===== src/rtl/core/id3tp_pkg.sv =====
// ------------------------------------------------------------------------
// id3tp_pkg
// shared types, codes and tables of the id3v2 text frame parser
// ------------------------------------------------------------------------
`timescale 1ns / 1ps

package id3tp_pkg;

  localparam logic [1:0] KIND_FIELD = 2'd0;
  localparam logic [1:0] KIND_TEXT  = 2'd1;
  localparam logic [1:0] KIND_EOF   = 2'd2;

  localparam logic [1:0] ST_OK      = 2'd0;
  localparam logic [1:0] ST_BAD_HDR = 2'd1;
  localparam logic [1:0] ST_BAD_VER = 2'd2;

  localparam logic [2:0] FIELD_NONE = 3'd7;
  localparam int         NUM_FIELDS = 5;

  localparam logic [3:0] HEADER_LEN    = 4'd10;
  localparam logic [3:0] FRAME_HDR_LEN = 4'd10;

  localparam logic [7:0] VERSION_RESET = 8'd3;
  localparam logic       REG_VERSION   = 1'b0;

  localparam int QUEUE_DEPTH = 4;
  localparam int Q_AW        = $clog2(QUEUE_DEPTH);

  localparam logic [7:0] MAGIC [3] = '{8'h49, 8'h44, 8'h33};

  localparam logic [31:0] TEXT_IDS [NUM_FIELDS] = '{
    32'h54495432, 32'h54504531, 32'h54414C42, 32'h54594552, 32'h54434F4E
  };

  typedef struct packed {
    logic [1:0] kind;
    logic [2:0] field;
    logic [7:0] text_byte;
    logic [1:0] status;
  } result_t;

  // results caused by one input byte
  typedef struct packed {
    logic [1:0] count;
    result_t    r0;
    result_t    r1;
  } bundle_t;

  typedef struct packed {
    logic full;
    logic empty;
  } q_stat_t;

  function automatic logic [2:0] lookup_field(input logic [31:0] id);
    logic [2:0] f;
    f = FIELD_NONE;
    for (int i = 0; i < NUM_FIELDS; i++) begin
      if (TEXT_IDS[i] == id) f = 3'(i);
    end
    return f;
  endfunction

endpackage


===== src/rtl/core/id3v2_text_frame_parser.sv =====
// ------------------------------------------------------------------------
// id3v2_text_frame_parser
// id3v2 header check and text frame extraction, while in_stall is low one file byte per cycle
// ------------------------------------------------------------------------
// latency: a taken byte's results pass the bundle queue, then the output register
// throughput: one byte per cycle while in_stall is low, set by the one-byte parser step
// a last byte with two results sends them through the output register one after the other
// the four-entry bundle queue stalls input only when the output is held
// synchronous reset empties the queue and restores version_wanted to 3
`timescale 1ns / 1ps

module id3v2_text_frame_parser (
  input  logic        clk,
  input  logic        rst,
  input  logic        psel,
  input  logic        penable,
  input  logic        pwrite,
  input  logic [2:0]  paddr,
  input  logic [31:0] pwdata,
  output logic [31:0] prdata,
  output logic        pready,
  input  logic        in_valid,
  output logic        in_stall,
  input  logic [7:0]  data_byte,
  input  logic        last_byte,
  output logic        out_valid,
  input  logic        out_stall,
  output logic [1:0]  kind,
  output logic [2:0]  field,
  output logic [7:0]  text_byte,
  output logic [1:0]  status,
  output logic        last_of_run
);
  import id3tp_pkg::*;

  logic [7:0] version_wanted;
  logic       accept;
  logic       push;
  logic       pop;
  bundle_t    push_data;
  bundle_t    head;
  q_stat_t    stat;
  result_t    res;

  assign pready = 1'b1;
  assign prdata = (paddr[2] == REG_VERSION) ? {24'd0, version_wanted} : 32'd0;

  always_ff @(posedge clk) begin
    if (rst) begin
      version_wanted <= VERSION_RESET;
    end else if (psel && penable && pwrite && pready && paddr[2] == REG_VERSION) begin
      version_wanted <= pwdata[7:0];
    end
  end

  assign in_stall = stat.full;
  assign accept   = in_valid && !in_stall;

  id3tp_front u_front (
    .clk            (clk),
    .rst            (rst),
    .version_wanted (version_wanted),
    .accept         (accept),
    .data_byte      (data_byte),
    .last_byte      (last_byte),
    .push           (push),
    .bundle         (push_data)
  );

  id3tp_queue u_queue (
    .clk       (clk),
    .rst       (rst),
    .push      (push),
    .push_data (push_data),
    .pop       (pop),
    .head      (head),
    .stat      (stat)
  );

  id3tp_back u_back (
    .clk         (clk),
    .rst         (rst),
    .head        (head),
    .stat        (stat),
    .pop         (pop),
    .out_valid   (out_valid),
    .out_stall   (out_stall),
    .res         (res),
    .last_of_run (last_of_run)
  );

  assign kind      = res.kind;
  assign field     = res.field;
  assign text_byte = res.text_byte;
  assign status    = res.status;

endmodule


===== src/rtl/core/id3tp_front.sv =====
// ------------------------------------------------------------------------
// id3tp_front
// accepts file bytes, tracks header and frame state, builds result bundles
// ------------------------------------------------------------------------
`timescale 1ns / 1ps

module id3tp_front (
  input  logic              clk,
  input  logic              rst,
  input  logic [7:0]        version_wanted,
  input  logic              accept,
  input  logic [7:0]        data_byte,
  input  logic              last_byte,
  output logic              push,
  output id3tp_pkg::bundle_t bundle
);
  import id3tp_pkg::*;

  localparam logic [1:0] PH_HEADER  = 2'd0;
  localparam logic [1:0] PH_FRAME   = 2'd1;
  localparam logic [1:0] PH_PAYLOAD = 2'd2;
  localparam logic [1:0] PH_FAILED  = 2'd3;

  logic [1:0]  phase, phase_next;
  logic [3:0]  pos, pos_next;
  logic [31:0] ident, ident_next;
  logic [31:0] left, left_next;
  logic [2:0]  cur_field, cur_field_next;
  logic        text_done, text_done_next;
  logic        enc_skipped, enc_skipped_next;

  result_t     res [2];
  logic [1:0]  n_res;
  logic [2:0]  found;

  always_comb begin
    phase_next       = phase;
    pos_next         = pos;
    ident_next       = ident;
    left_next        = left;
    cur_field_next   = cur_field;
    text_done_next   = text_done;
    enc_skipped_next = enc_skipped;
    res[0]           = '0;
    res[1]           = '0;
    n_res            = 2'd0;
    found            = lookup_field(ident);

    unique case (phase)
      PH_HEADER: begin
        if (pos < 4'd3 && data_byte != MAGIC[pos[1:0]]) begin
          res[0]     = '{kind: KIND_EOF, field: 3'd0, text_byte: 8'd0, status: ST_BAD_HDR};
          n_res      = 2'd1;
          phase_next = PH_FAILED;
        end else if (pos == 4'd3 && data_byte != version_wanted) begin
          res[0]     = '{kind: KIND_EOF, field: 3'd0, text_byte: 8'd0, status: ST_BAD_VER};
          n_res      = 2'd1;
          phase_next = PH_FAILED;
        end else if (pos == HEADER_LEN - 4'd1) begin
          pos_next   = 4'd0;
          phase_next = PH_FRAME;
        end else begin
          pos_next = pos + 4'd1;
        end
      end
      PH_FRAME: begin
        if (pos < 4'd4) ident_next = {ident[23:0], data_byte};
        else if (pos < 4'd8) left_next = {left[23:0], data_byte};
        if (pos == FRAME_HDR_LEN - 4'd1) begin
          pos_next         = 4'd0;
          cur_field_next   = found;
          text_done_next   = 1'b0;
          enc_skipped_next = 1'b0;
          if (found != FIELD_NONE) begin
            res[0] = '{kind: KIND_FIELD, field: found, text_byte: 8'd0, status: ST_OK};
            n_res  = 2'd1;
          end
          if (left != 32'd0) phase_next = PH_PAYLOAD;
        end else begin
          pos_next = pos + 4'd1;
        end
      end
      PH_PAYLOAD: begin
        if (cur_field != FIELD_NONE) begin
          if (!enc_skipped) begin
            enc_skipped_next = 1'b1;
          end else if (!text_done) begin
            if (data_byte == 8'd0) begin
              text_done_next = 1'b1;
            end else begin
              res[0] = '{kind: KIND_TEXT, field: cur_field, text_byte: data_byte,
                         status: ST_OK};
              n_res  = 2'd1;
            end
          end
        end
        left_next = left - 32'd1;
        if (left == 32'd1) phase_next = PH_FRAME;
      end
      PH_FAILED: begin
      end
      default: begin
      end
    endcase

    if (last_byte) begin
      if (phase_next != PH_FAILED) begin
        res[n_res[0]] = '{kind: KIND_EOF, field: 3'd0, text_byte: 8'd0,
                          status: (phase_next == PH_HEADER && pos_next <= 4'd3) ?
                                  ST_BAD_HDR : ST_OK};
        n_res = n_res + 2'd1;
      end
      phase_next       = PH_HEADER;
      pos_next         = 4'd0;
      ident_next       = 32'd0;
      left_next        = 32'd0;
      cur_field_next   = FIELD_NONE;
      text_done_next   = 1'b0;
      enc_skipped_next = 1'b0;
    end
  end

  assign push         = accept && (n_res != 2'd0);
  assign bundle.count = n_res;
  assign bundle.r0    = res[0];
  assign bundle.r1    = res[1];

  always_ff @(posedge clk) begin
    if (rst) begin
      phase       <= PH_HEADER;
      pos         <= 4'd0;
      ident       <= 32'd0;
      left        <= 32'd0;
      cur_field   <= FIELD_NONE;
      text_done   <= 1'b0;
      enc_skipped <= 1'b0;
    end else if (accept) begin
      phase       <= phase_next;
      pos         <= pos_next;
      ident       <= ident_next;
      left        <= left_next;
      cur_field   <= cur_field_next;
      text_done   <= text_done_next;
      enc_skipped <= enc_skipped_next;
    end
  end

endmodule


===== src/rtl/core/id3tp_queue.sv =====
// ------------------------------------------------------------------------
// id3tp_queue
// short bundle queue between the parser front and the output back
// ------------------------------------------------------------------------
`timescale 1ns / 1ps

module id3tp_queue (
  input  logic               clk,
  input  logic               rst,
  input  logic               push,
  input  id3tp_pkg::bundle_t push_data,
  input  logic               pop,
  output id3tp_pkg::bundle_t head,
  output id3tp_pkg::q_stat_t stat
);
  import id3tp_pkg::*;

  bundle_t         q [QUEUE_DEPTH];
  logic [Q_AW-1:0] wr_ptr;
  logic [Q_AW-1:0] rd_ptr;
  logic [Q_AW:0]   cnt;

  assign head       = q[rd_ptr];
  assign stat.full  = (cnt == (Q_AW+1)'(QUEUE_DEPTH));
  assign stat.empty = (cnt == '0);

  always_ff @(posedge clk) begin
    if (push) q[wr_ptr] <= push_data;
  end

  always_ff @(posedge clk) begin
    if (rst) begin
      wr_ptr <= '0;
      rd_ptr <= '0;
      cnt    <= '0;
    end else begin
      if (push) wr_ptr <= wr_ptr + 1'b1;
      if (pop) rd_ptr <= rd_ptr + 1'b1;
      if (push && !pop) cnt <= cnt + 1'b1;
      else if (pop && !push) cnt <= cnt - 1'b1;
    end
  end

endmodule


===== src/rtl/core/id3tp_back.sv =====
// ------------------------------------------------------------------------
// id3tp_back
// unpacks queued bundles into single results behind an output register
// ------------------------------------------------------------------------
`timescale 1ns / 1ps

module id3tp_back (
  input  logic               clk,
  input  logic               rst,
  input  id3tp_pkg::bundle_t head,
  input  id3tp_pkg::q_stat_t stat,
  output logic               pop,
  output logic               out_valid,
  input  logic               out_stall,
  output id3tp_pkg::result_t res,
  output logic               last_of_run
);
  import id3tp_pkg::*;

  logic sub;
  logic load;
  logic is_last;

  assign load    = !stat.empty && (!out_valid || !out_stall);
  assign is_last = sub || (head.count == 2'd1);
  assign pop     = load && is_last;

  always_ff @(posedge clk) begin
    if (load) begin
      res         <= sub ? head.r1 : head.r0;
      last_of_run <= is_last;
    end
  end

  always_ff @(posedge clk) begin
    if (rst) begin
      out_valid <= 1'b0;
      sub       <= 1'b0;
    end else if (load) begin
      out_valid <= 1'b1;
      sub       <= !is_last;
    end else if (!out_stall) begin
      out_valid <= 1'b0;
    end
  end

endmodule


===== config.mk =====
export PLATFORM = sky130hd
export DESIGN_NAME = id3v2_text_frame_parser
export DESIGN_NICKNAME = d
export VERILOG_FILES = /design/src/rtl/core/id3tp_pkg.sv /design/src/rtl/core/id3v2_text_frame_parser.sv /design/src/rtl/core/id3tp_front.sv /design/src/rtl/core/id3tp_queue.sv /design/src/rtl/core/id3tp_back.sv
export SDC_FILE = /design/constraint.sdc
export NUM_CORES = 1
export LEC_CHECK = 0
export ABC_AREA = 1
export BUFFER_PORTS_ARGS = -buffer_cell sky130_fd_sc_hd__buf_2
export CORE_ASPECT_RATIO = 0.6
export CORE_MARGIN = 2
export CORE_UTILIZATION = 65
export CTS_BUF_LIST = sky130_fd_sc_hd__clkbuf_8
export DETAILED_ROUTE_END_ITERATION = 7
export GPL_TIMING_DRIVEN = 0
export PLACE_DENSITY_LB_ADDON = 0.12
export SYNTH_ARGS = -nofsm -noshare
export SYNTH_HDL_FRONTEND = slang
export SYNTH_HIERARCHICAL = 1
export SYNTH_SLANG_ARGS = --single-unit

===== constraint.sdc =====
create_clock -name clk -period 10.4 [get_ports clk]
set_input_delay 2.08 -clock clk [delete_from_list [all_inputs] [get_ports clk]]
set_output_delay 2.08 -clock clk [all_outputs]
set_load 0.01 [all_outputs]

==> flow_summary.json, run 1 <==
{
  "ff2ff_path_depth": 14,
  "htree_levels": 2,
  "ctsHoldBuffers": 0,
  "synth_seq_cells": 238,
  "ant_nets": 0,
  "routed_wl_um": 30300,
  "use_met1_pct": 47.4,
  "maxCapViolCount": 0,
  "crit_fanout": 32,
  "yosys.area.top_type_share_pct": 36.0,
  "post-dp-hpwl_um": 21400,
  "tns_ns": 0,
  "root_buffer": "clkbuf_8",
  "cts_setup_buffers": 0,
  "num_rows": 38,
  "clkSlewWorstSetupHoldPaths_ns": 0.07,
  "pin_count": 102,
  "status": "complete, no violations",
  "drt-wirelength-per-cell_um": 17.6,
  "synth_cell_types": 55,
  "synth.largest_area_cell": "edfxtp_1",
  "vias_per_cell": 5.76,
  "rsz0062_at_grt": "no",
  "initial_core_util_pct": 66.4,
  "stdcell_area_um2": 13400,
  "clock_latency_ns": 0.51,
  "whs_path_depth": 2,
  "p_leak_uw": 0.00557,
  "yosysSeqAreaShare_pct": 51.7,
  "yosys-top-cells-count": "nand2_1 (228), nor2_1 (175), edfxtp_1 (144)",
  "cts.sinks": 238,
  "ir_drop_mv": 0.123,
  "syn_area_um2": 12000,
  "ff_latch_area_um2": 6210,
  "antenna_found_initial": 0,
  "slew_viol_final": 0,
  "worstHoldPathType": "flip-flop to flip-flop",
  "coreArea_um2": 18100,
  "max_slew_margin_pct": 41.4,
  "synth_cells": 1332,
  "dr.pass1.iters": 5,
  "dr_total_vias": 9922,
  "cellPowerDensity_nw_per_um2": 212,
  "grt_use_met2_pct": 43.3,
  "die_w_um": 179,
  "place_area_um2": 12700,
  "globalRouteOverflowTotal": 0,
  "synth.area.top_cells": "edfxtp_1 (36%), dfxtp_1 (16%), nand2_1 (7.1%)",
  "grt_pass1_wl_um": 46900,
  "grt_pass1_vias": 8946,
  "final-hold-violation-count": 0,
  "nFillCells": 1308,
  "numCtsBuffers": 36,
  "skew_ns": 0.0146,
  "port_buffers": 48,
  "synth.most_common_cell": "nand2_1",
  "worst_pin_slew_ns": 0.879,
  "critPathCaptureType": "flip-flop",
  "cts_buffer_depth": 3,
  "arrival_ns": 5.36,
  "top_usage_layer": "met1",
  "cp.required_ns": 10.53,
  "gp_congestion": 0.956,
  "cts_tree": "done",
  "grtUsageTotal_pct": 30.4,
  "use_met3_pct": 7.31,
  "synth_area_per_cell_um2": 9.01,
  "fin_crit_sh_pct": 50.3,
  "drc": 0,
  "cp-start-kind": "input port",
  "grt_max_degree": 33,
  "syn2layout_area_growth_pct": 11.5,
  "drt-initial-drc-count": 1164,
  "ctsResizeCount": 0,
  "setup_violations": 0,
  "drive_above_1_share_pct": 18.8,
  "synth-main-ff-cell": "edfxtp_1",
  "critPathKind": "input port to flip-flop",
  "die_h_um": 109,
  "async_flop_share_pct": 0,
  "synth_edf_count": 144,
  "final.min_clock_period_ns": 5.23,
  "antenna_cells": 0,
  "nets": 1516,
  "die-area_um2": 19600,
  "synth_warnings": 6,
  "multiInputGateArea_um2": 4680,
  "fmax_mhz": 191
}
-- cell usage in the layout, fill, tap and decap left out, drive strengths merged, types with 2 or more instances in the layout --
cell type  instances
nor2             199
dfxtp             94
inv              154
nand4             17
buf              128
o32ai              2
ha                 9
o2111ai            4
nor3               6
xor2               7
edfxtp           144
xnor2              5
nand2            243
o21ai            109
o211ai             2
clkbuf            55
nor4               2
a31oi              2
clkinv            12
a211oi            28
conb              39
a21oi             96
nand3b             3
o22ai             37
a221oi            13
nand3             64
-- per-stage QoR --
stage / instances / setup slack (ns) / util (%) / total power [µW] / hold WS, ns
floorplan: 1368 / 5.70 / - / 1840 / 0.412
global placement: 1656 / 4.46 / 70.2 / 2070 / 0.428
detailed placement: 1656 / 4.41 / 70.2 / 2090 / 0.450
CTS: 1721 / 4.91 / 73.9 / 2830 / 0.464
global route: 1722 / 4.91 / 74.1 / 2980 / 0.480
finish: 1722 / 5.17 / 74.1 / 2840 / 0.463
-- cell type report --
class                      count  share of cell area, %
inverter                     143                   4.15
clock inverter                25                   1.00
multi-input combinational    893                   35.0
tap                          240                   2.24
buffer                        94                   5.19
clock buffer                  40                   4.11
sequential                   238                   46.4
timing repair buffer          49                   1.95
-- path summary, 6_finish.rpt --
path                          start  slack (ns)                end
setup / recovery       data_byte[1]        5.17   u_queue/q[2][23]
hold / removal    u_front/ident[28]        0.46  u_front/ident[28]
setup reg to reg   u_front/left[12]        6.56   u_queue/q[2][23]
hold reg to reg   u_front/ident[28]        0.46  u_front/ident[28]
-- metal layers --
layer	wire length [µm]	vias up	part of all wire (%)
li1	-	4691	-
met1	14100	4625	47
met2	12100	573	40
met3	3830	33	13
met4	300	0	0.99
met5	0	-	0
-- sequential cells by signal, summed over array words and instances (netlist names), named ones only --
signal,cells
u_back/last_of_run,1
u_back/out_valid,1
u_back/res,15
u_back/sub,1
u_front/cur_field,3
u_front/enc_skipped,1
u_front/ident,32
u_front/left,32
u_front/phase,2
u_front/pos,4
u_front/text_done,1
u_queue/cnt,3
u_queue/q,128
u_queue/rd_ptr,2
u_queue/wr_ptr,2
version_wanted,8
-- worst max-delay path, stage by stage --
cell and delay (ns):
buf_2 0.13, inv_1 0.25, nand3_1 0.14, nand2_1 0.09, nor2_1 0.04, nand3_1 0.12
nand3_1 0.15, o21ai_1 0.22, inv_1 0.10, nand3_1 0.11, nand2_1 0.08, ha_1 0.27
or2_2 0.10, nand2_1 0.09, a21oi_1 0.58, nand2_1 0.14, inv_2 0.62
-- logic make-up after synthesis --
kind of cell,Yosys count,synth area share [%]
simple gates,535,19.8
compound gates,297,16.0
flops,238,51.7
fa+ha+maj,10,1.11
xor+xnor,12,0.876
buf+inv,237,10.4
other cells,3,0.0938
-- power breakdown --
group | internal [µW] | switching, µW
clock network | 380 | 359
registers | 1170 | 67.1
logic | 281 | 581
total | 1830 | 1010
Note: power is estimated with default switching activity, not from simulation.
==> inputs of run 2 (changes only) <==
CORE_UTILIZATION = 63   (was 65)
clock period = 5 ns   (was 10.4 ns; I/O delays follow)
==> flow_summary.json, run 2 (synthesis results as in run 1) <==
{
  "worst_pin_slew_ns": 0.833,
  "final-hold-violation-count": 0,
  "status": "complete, no violations",
  "antenna_found_initial": 0,
  "cp-start-kind": "input port",
  "maxCapViolCount": 0,
  "power_frac_seq_pct": 44.5,
  "startpoint": "data_byte[1]",
  "place_ws_ns": 0.491,
  "drt-wirelength-per-cell_um": 17.5,
  "ant_nets": 0,
  "cts.sinks": 238,
  "nFillCells": 1491,
  "p_total_uw": 5770,
  "cts_setup_buffers": 0,
  "nets": 1516,
  "layout_commonest_cell": "nand2_1",
  "drive_above_1_share_pct": 18.6,
  "root_buffer": "clkbuf_8",
  "p_leak_uw": 0.00555,
  "drt-initial-drc-count": 1120,
  "grt_pass1_vias": 8810,
  "ctsHoldBuffers": 0,
  "critPathCaptureType": "flip-flop",
  "p_comb_share_pct": 31.2,
  "slew_viol_final": 0,
  "drc": 0,
  "skew_ns": 0.0230,
  "largest_register_ffs": 128,
  "ctsResizeCount": 0,
  "port_buffers": 48,
  "tns_ns": 0,
  "hp-start": "u_queue/rd_ptr[1]",
  "swShare_pct": 35.9,
  "grt_pass1_wl_um": 47200,
  "num_rows": 39,
  "syn2layout_area_growth_pct": 11.1,
  "die_w_um": 182,
  "rsz0062_at_grt": "no",
  "vias_per_cell": 5.62,
  "final.min_clock_period_ns": 4.10,
  "p_int_uw": 3700,
  "dr_total_vias": 9679,
  "grtUsageTotal_pct": 30.0,
  "die_h_um": 111,
  "final_cell_mix": "nand2_1 (228), nor2_1 (175), edfxtp_1 (144)",
  "post-dp-hpwl_um": 21300,
  "coreArea_um2": 18800,
  "reg2reg_from": "u_front/ident[9]",
  "crit_fanout": 6,
  "pwr-share-clk_pct": 24.3,
  "initial_core_util_pct": 63.7,
  "p_switching_uw": 2070,
  "routed_wl_um": 30100,
  "dr.pass1.iters": 6,
  "fin_crit_sh_pct": 82.0,
  "clock_latency_ns": 0.53,
  "grt_max_degree": 33,
  "pin_count": 102,
  "antenna_cells": 0,
  "ir_drop_mv": 0.283,
  "fmax_mhz": 244,
  "max_flop_register": "u_queue/q",
  "cp.required_ns": 5.41,
  "cellPowerDensity_nw_per_um2": 433,
  "arrival_ns": 4.51,
  "setup_violations": 0,
  "cts_buffer_depth": 3,
  "cts_tree": "done",
  "gp_congestion": 0.972,
  "largest_registers": "u_queue/q x128, u_front/ident x32, u_front/left x32",
  "critPathKind": "input port to flip-flop",
  "worst_slack_ns": 0.898,
  "globalRouteOverflowTotal": 0,
  "max_slew_margin_pct": 44.4,
  "hold_slack_ns": 0.444,
  "numCtsBuffers": 35,
  "worstHoldPathType": "flip-flop to flip-flop",
  "die-area_um2": 20200,
  "clkSlewWorstSetupHoldPaths_ns": 0.06,
  "htree_levels": 2
}
-- run 2: changes by cell type in the layout (fill, tap and decap cells not counted) --
cell / previous run / this run
buf_16: 0 / 1
bufinv_16: 1 / 0
clkbuf_8: 40 / 37
clkinv_1: 7 / 2
clkinv_2: 5 / 4
inv_1: 132 / 135
inv_2: 18 / 17
-- run 2: power groups by stage --
stage	logic (µW)	registers, µW	clock network, µW
after detailed placement	1760	2610	0
after global placement	1710	2600	0
final	1800	2570	1400
after floorplan	1220	2610	0
after global routing	1980	2600	1520
after CTS	1770	2570	1430
-- run 2: layout make-up --
class / count / area (µm²) / share of cell area, %
buffer: 94 / 694 / 5.21
tap: 246 / 308 / 2.31
inverter: 143 / 556 / 4.17
clock inverter: 20 / 87.6 / 0.657
sequential: 238 / 6210 / 46.6
clock buffer: 37 / 509 / 3.82
multi-input combinational: 893 / 4680 / 35.1
timing repair buffer: 50 / 288 / 2.16
-- run 2: worst paths after layout --
| kind | endpoint | slack, ns | cells after the start |
|---|---|---|---|
| worst max-delay path | u_queue/cnt[2] | 0.90 | 24 |
| worst min-delay path | u_queue/rd_ptr[1] | 0.44 | 1 |
| worst max register to register | u_queue/cnt[2] | 1.14 | 24 |
| worst min register to register | u_queue/rd_ptr[1] | 0.44 | 1 |
-- run 2: stage by stage --
| stage | cell area, µm² | utilization (%) | instances |
|---|---|---|---|
| after floorplan | 12100 | - | 1368 |
| after global placement | 12700 | 67.3 | 1662 |
| after detailed placement | 12700 | 67.6 | 1664 |
| after CTS | 13300 | 70.8 | 1721 |
| after global routing | 13300 | 70.8 | 1721 |
| final | 13300 | 70.8 | 1721 |
-- run 2: critical path, stage by stage --
cell     delay, ns
buf_2         0.13
inv_1         0.24
nand3_1       0.11
nand2_1       0.08
nor2_1        0.04
nand3_1       0.13
nand3_1       0.15
o21ai_1       0.21
inv_1         0.10
nand3_1       0.11
nand2_1       0.09
ha_1          0.27
or2_2         0.09
nand2_1       0.08
a21oi_1       0.59
ha_1          0.28
inv_1         0.07
fa_1          0.37
inv_1         0.06
nand2_1       0.06
nand3_1       0.08
nand2_1       0.05
inv_1         0.06
nor2_1        0.04
-- run 2: routing by layer --
layer,part of all wire (%),global-route usage [%]
met2,40,41.1
met1,47,46.9
met4,1.2,5.86
met3,12,8.87
met5,0,0
==> inputs of run 3 (changes only) <==
clock period = 4.1 ns   (was 5 ns; I/O delays follow)
==> flow_summary.json, run 3 (synthesis results as in run 1) <==
{
  "antenna_cells": 0,
  "grtUsageTotal_pct": 30.0,
  "drive_above_1_share_pct": 18.6,
  "htree_levels": 2,
  "grt_pass1_wl_um": 47200,
  "dr_total_vias": 9733,
  "max_flop_register": "u_queue/q",
  "ff2ff_path_depth": 18,
  "fmax_mhz": 271,
  "place_area_um2": 12700,
  "p_leak_uw": 0.00554,
  "num_rows": 39,
  "crit_path_max_incr_delay_ns": 0.49,
  "p_switching_uw": 2530,
  "final-hold-violation-count": 0,
  "cp.required_ns": 4.33,
  "post-dp-hpwl_um": 21300,
  "cts.sinks": 238,
  "min_to": "u_queue/rd_ptr[1]",
  "p_int_uw": 4520,
  "largest_registers": "u_queue/q x128, u_front/ident x32, u_front/left x32",
  "arrival_ns": 3.92,
  "stdcell_area_um2": 13300,
  "die-area_um2": 20200,
  "pin_count": 102,
  "whs_path_depth": 1,
  "die_h_um": 111,
  "rsz0062_at_grt": "no",
  "multiInputGateArea_um2": 4680,
  "cts_tree": "done",
  "reg2reg_from": "u_front/ident[9]",
  "final.min_clock_period_ns": 3.68,
  "worstHoldPathType": "flip-flop to flip-flop",
  "r2r-end": "u_queue/q[2][0]",
  "p_total_uw": 7040,
  "ff_latch_area_um2": 6210,
  "worst_pin_slew_ns": 0.847,
  "pwr-share-clk_pct": 24.3,
  "final_cell_mix": "nand2_1 (228), nor2_1 (175), edfxtp_1 (144)",
  "cp-start-kind": "input port",
  "place_ws_ns": -0.229,
  "ir_drop_mv": 0.345,
  "worst_slack_ns": 0.416,
  "clkSlewWorstSetupHoldPaths_ns": 0.06,
  "initial_core_util_pct": 63.7,
  "ant_nets": 0,
  "setup_violations": 0,
  "nFillCells": 1489,
  "worstPathCellList": "buf_2 -> inv_1 -> nand3_1 -> nand2_1 -> nor2_1 -> nand3_1 -> nand3_1 -> o21ai_1 -> inv_1 -> nand3_1 -> nand2_1 -> ha_1 -> or2_2 -> nand2_1 -> a21oi_2 -> nand2_1 -> inv_1 -> buf_12",
  "globalRouteOverflowTotal": 0,
  "critPathKind": "input port to flip-flop",
  "drt-wirelength-per-cell_um": 17.5,
  "p_comb_share_pct": 31.2,
  "cellPowerDensity_nw_per_um2": 528,
  "drt-initial-drc-count": 1159,
  "antenna_found_initial": 0,
  "gp_congestion": 0.972,
  "grt_max_degree": 33,
  "fin_crit_sh_pct": 89.9,
  "coreArea_um2": 18800,
  "rrSetupSlack_ns": 0.48,
  "max_slew_margin_pct": 43.5,
  "hp-start": "u_queue/rd_ptr[1]",
  "status": "complete, no violations",
  "nets": 1516,
  "crit_slowest_cell": "inv_1",
  "largest_register_ffs": 128,
  "cts_buffer_depth": 3,
  "numCtsBuffers": 35,
  "drc": 0,
  "grt_pass1_vias": 8810,
  "critPathCaptureType": "flip-flop",
  "dr.pass1.iters": 5,
  "port_buffers": 48,
  "die_w_um": 182,
  "tns_ns": 0,
  "instances_no_fill": 1721,
  "maxCapViolCount": 0,
  "power_frac_seq_pct": 44.5,
  "clock_latency_ns": 0.54,
  "vias_per_cell": 5.66,
  "syn2layout_area_growth_pct": 11.1,
  "swShare_pct": 35.9,
  "root_buffer": "clkbuf_8",
  "routed_wl_um": 30200,
  "dp_cells": 1664,
  "skew_ns": 0.0272,
  "slew_viol_final": 0,
  "layout_commonest_cell": "nand2_1",
  "crit_fanout": 22
}
==> run 3: cell counts in the layout (fill, tap and decap cells not counted) <==
No cell type changed its count.
==> run 3: through the flow <==
stage          hold slack (ns)  utilization (%)
6_report                 0.445             70.8
3_5_place_dp             0.439             67.6
5_1_grt                  0.458             70.8
3_3_place_gp             0.427             67.3
4_1_cts                  0.447             70.8
2_1_floorplan            0.412                -
==> run 3: power groups by stage <==
stage	Sequential [µW]	Clock [µW]	Combinational [µW]
global route	3170	1850	2420
CTS	3130	1740	2160
floorplan	3190	0	1480
global placement	3180	0	2080
detailed placement	3180	0	2150
finish	3130	1710	2200
==> run 3: how the worst max path moves through the flow <==
stage | from | end | slack, ns | depth (start not counted)
6_report | data_byte[1] | u_queue/q[2][0] | 0.42 | 18
3_5_place_dp | data_byte[1] | u_queue/q[0][11] | -0.23 | 17
2_1_floorplan | data_byte[1] | u_queue/q[0][0] | 0.66 | 16
4_1_cts | data_byte[1] | u_queue/q[3][24] | 0.32 | 17
3_3_place_gp | data_byte[1] | u_queue/q[0][8] | -0.66 | 17
5_1_grt | data_byte[1] | u_queue/cnt[2] | 0.20 | 24
==> run 3: worst max-delay path: cells and delay by family <==
family,cells,cell delay [ns]
simple gates,10,0.96
compound gates,2,0.60
buf+inv,5,1.23
fa+ha+maj,1,0.27
==> run 3: what timing repair did <==
action / in CTS / in global routing
resized for setup: 0 / 1
buffers inserted: 0 / 0
hold endpoints to repair: 0 / 0
endpoints found under the setup margin: 0 / 32
hold buffers: 0 / 0
==> run 3: area by class of cell <==
cell class	count	share of cell area, %
Tap cell	246	2.31
Clock buffer	37	3.82
Multi-Input combinational cell	893	35.1
Timing Repair Buffer	50	2.16
Clock inverter	20	0.657
Sequential cell	238	46.6
Buffer	94	5.21
Inverter	143	4.17
==> run 3: per-layer routing <==
layer  up-vias  global-route usage [%]  routed length, µm
met4         0                    5.86                327
met2       482                    41.1              12000
met5         -                       0                  0
met3        29                    8.87               3700
met1      4533                    46.9              14200
li1       4689                       -                  -
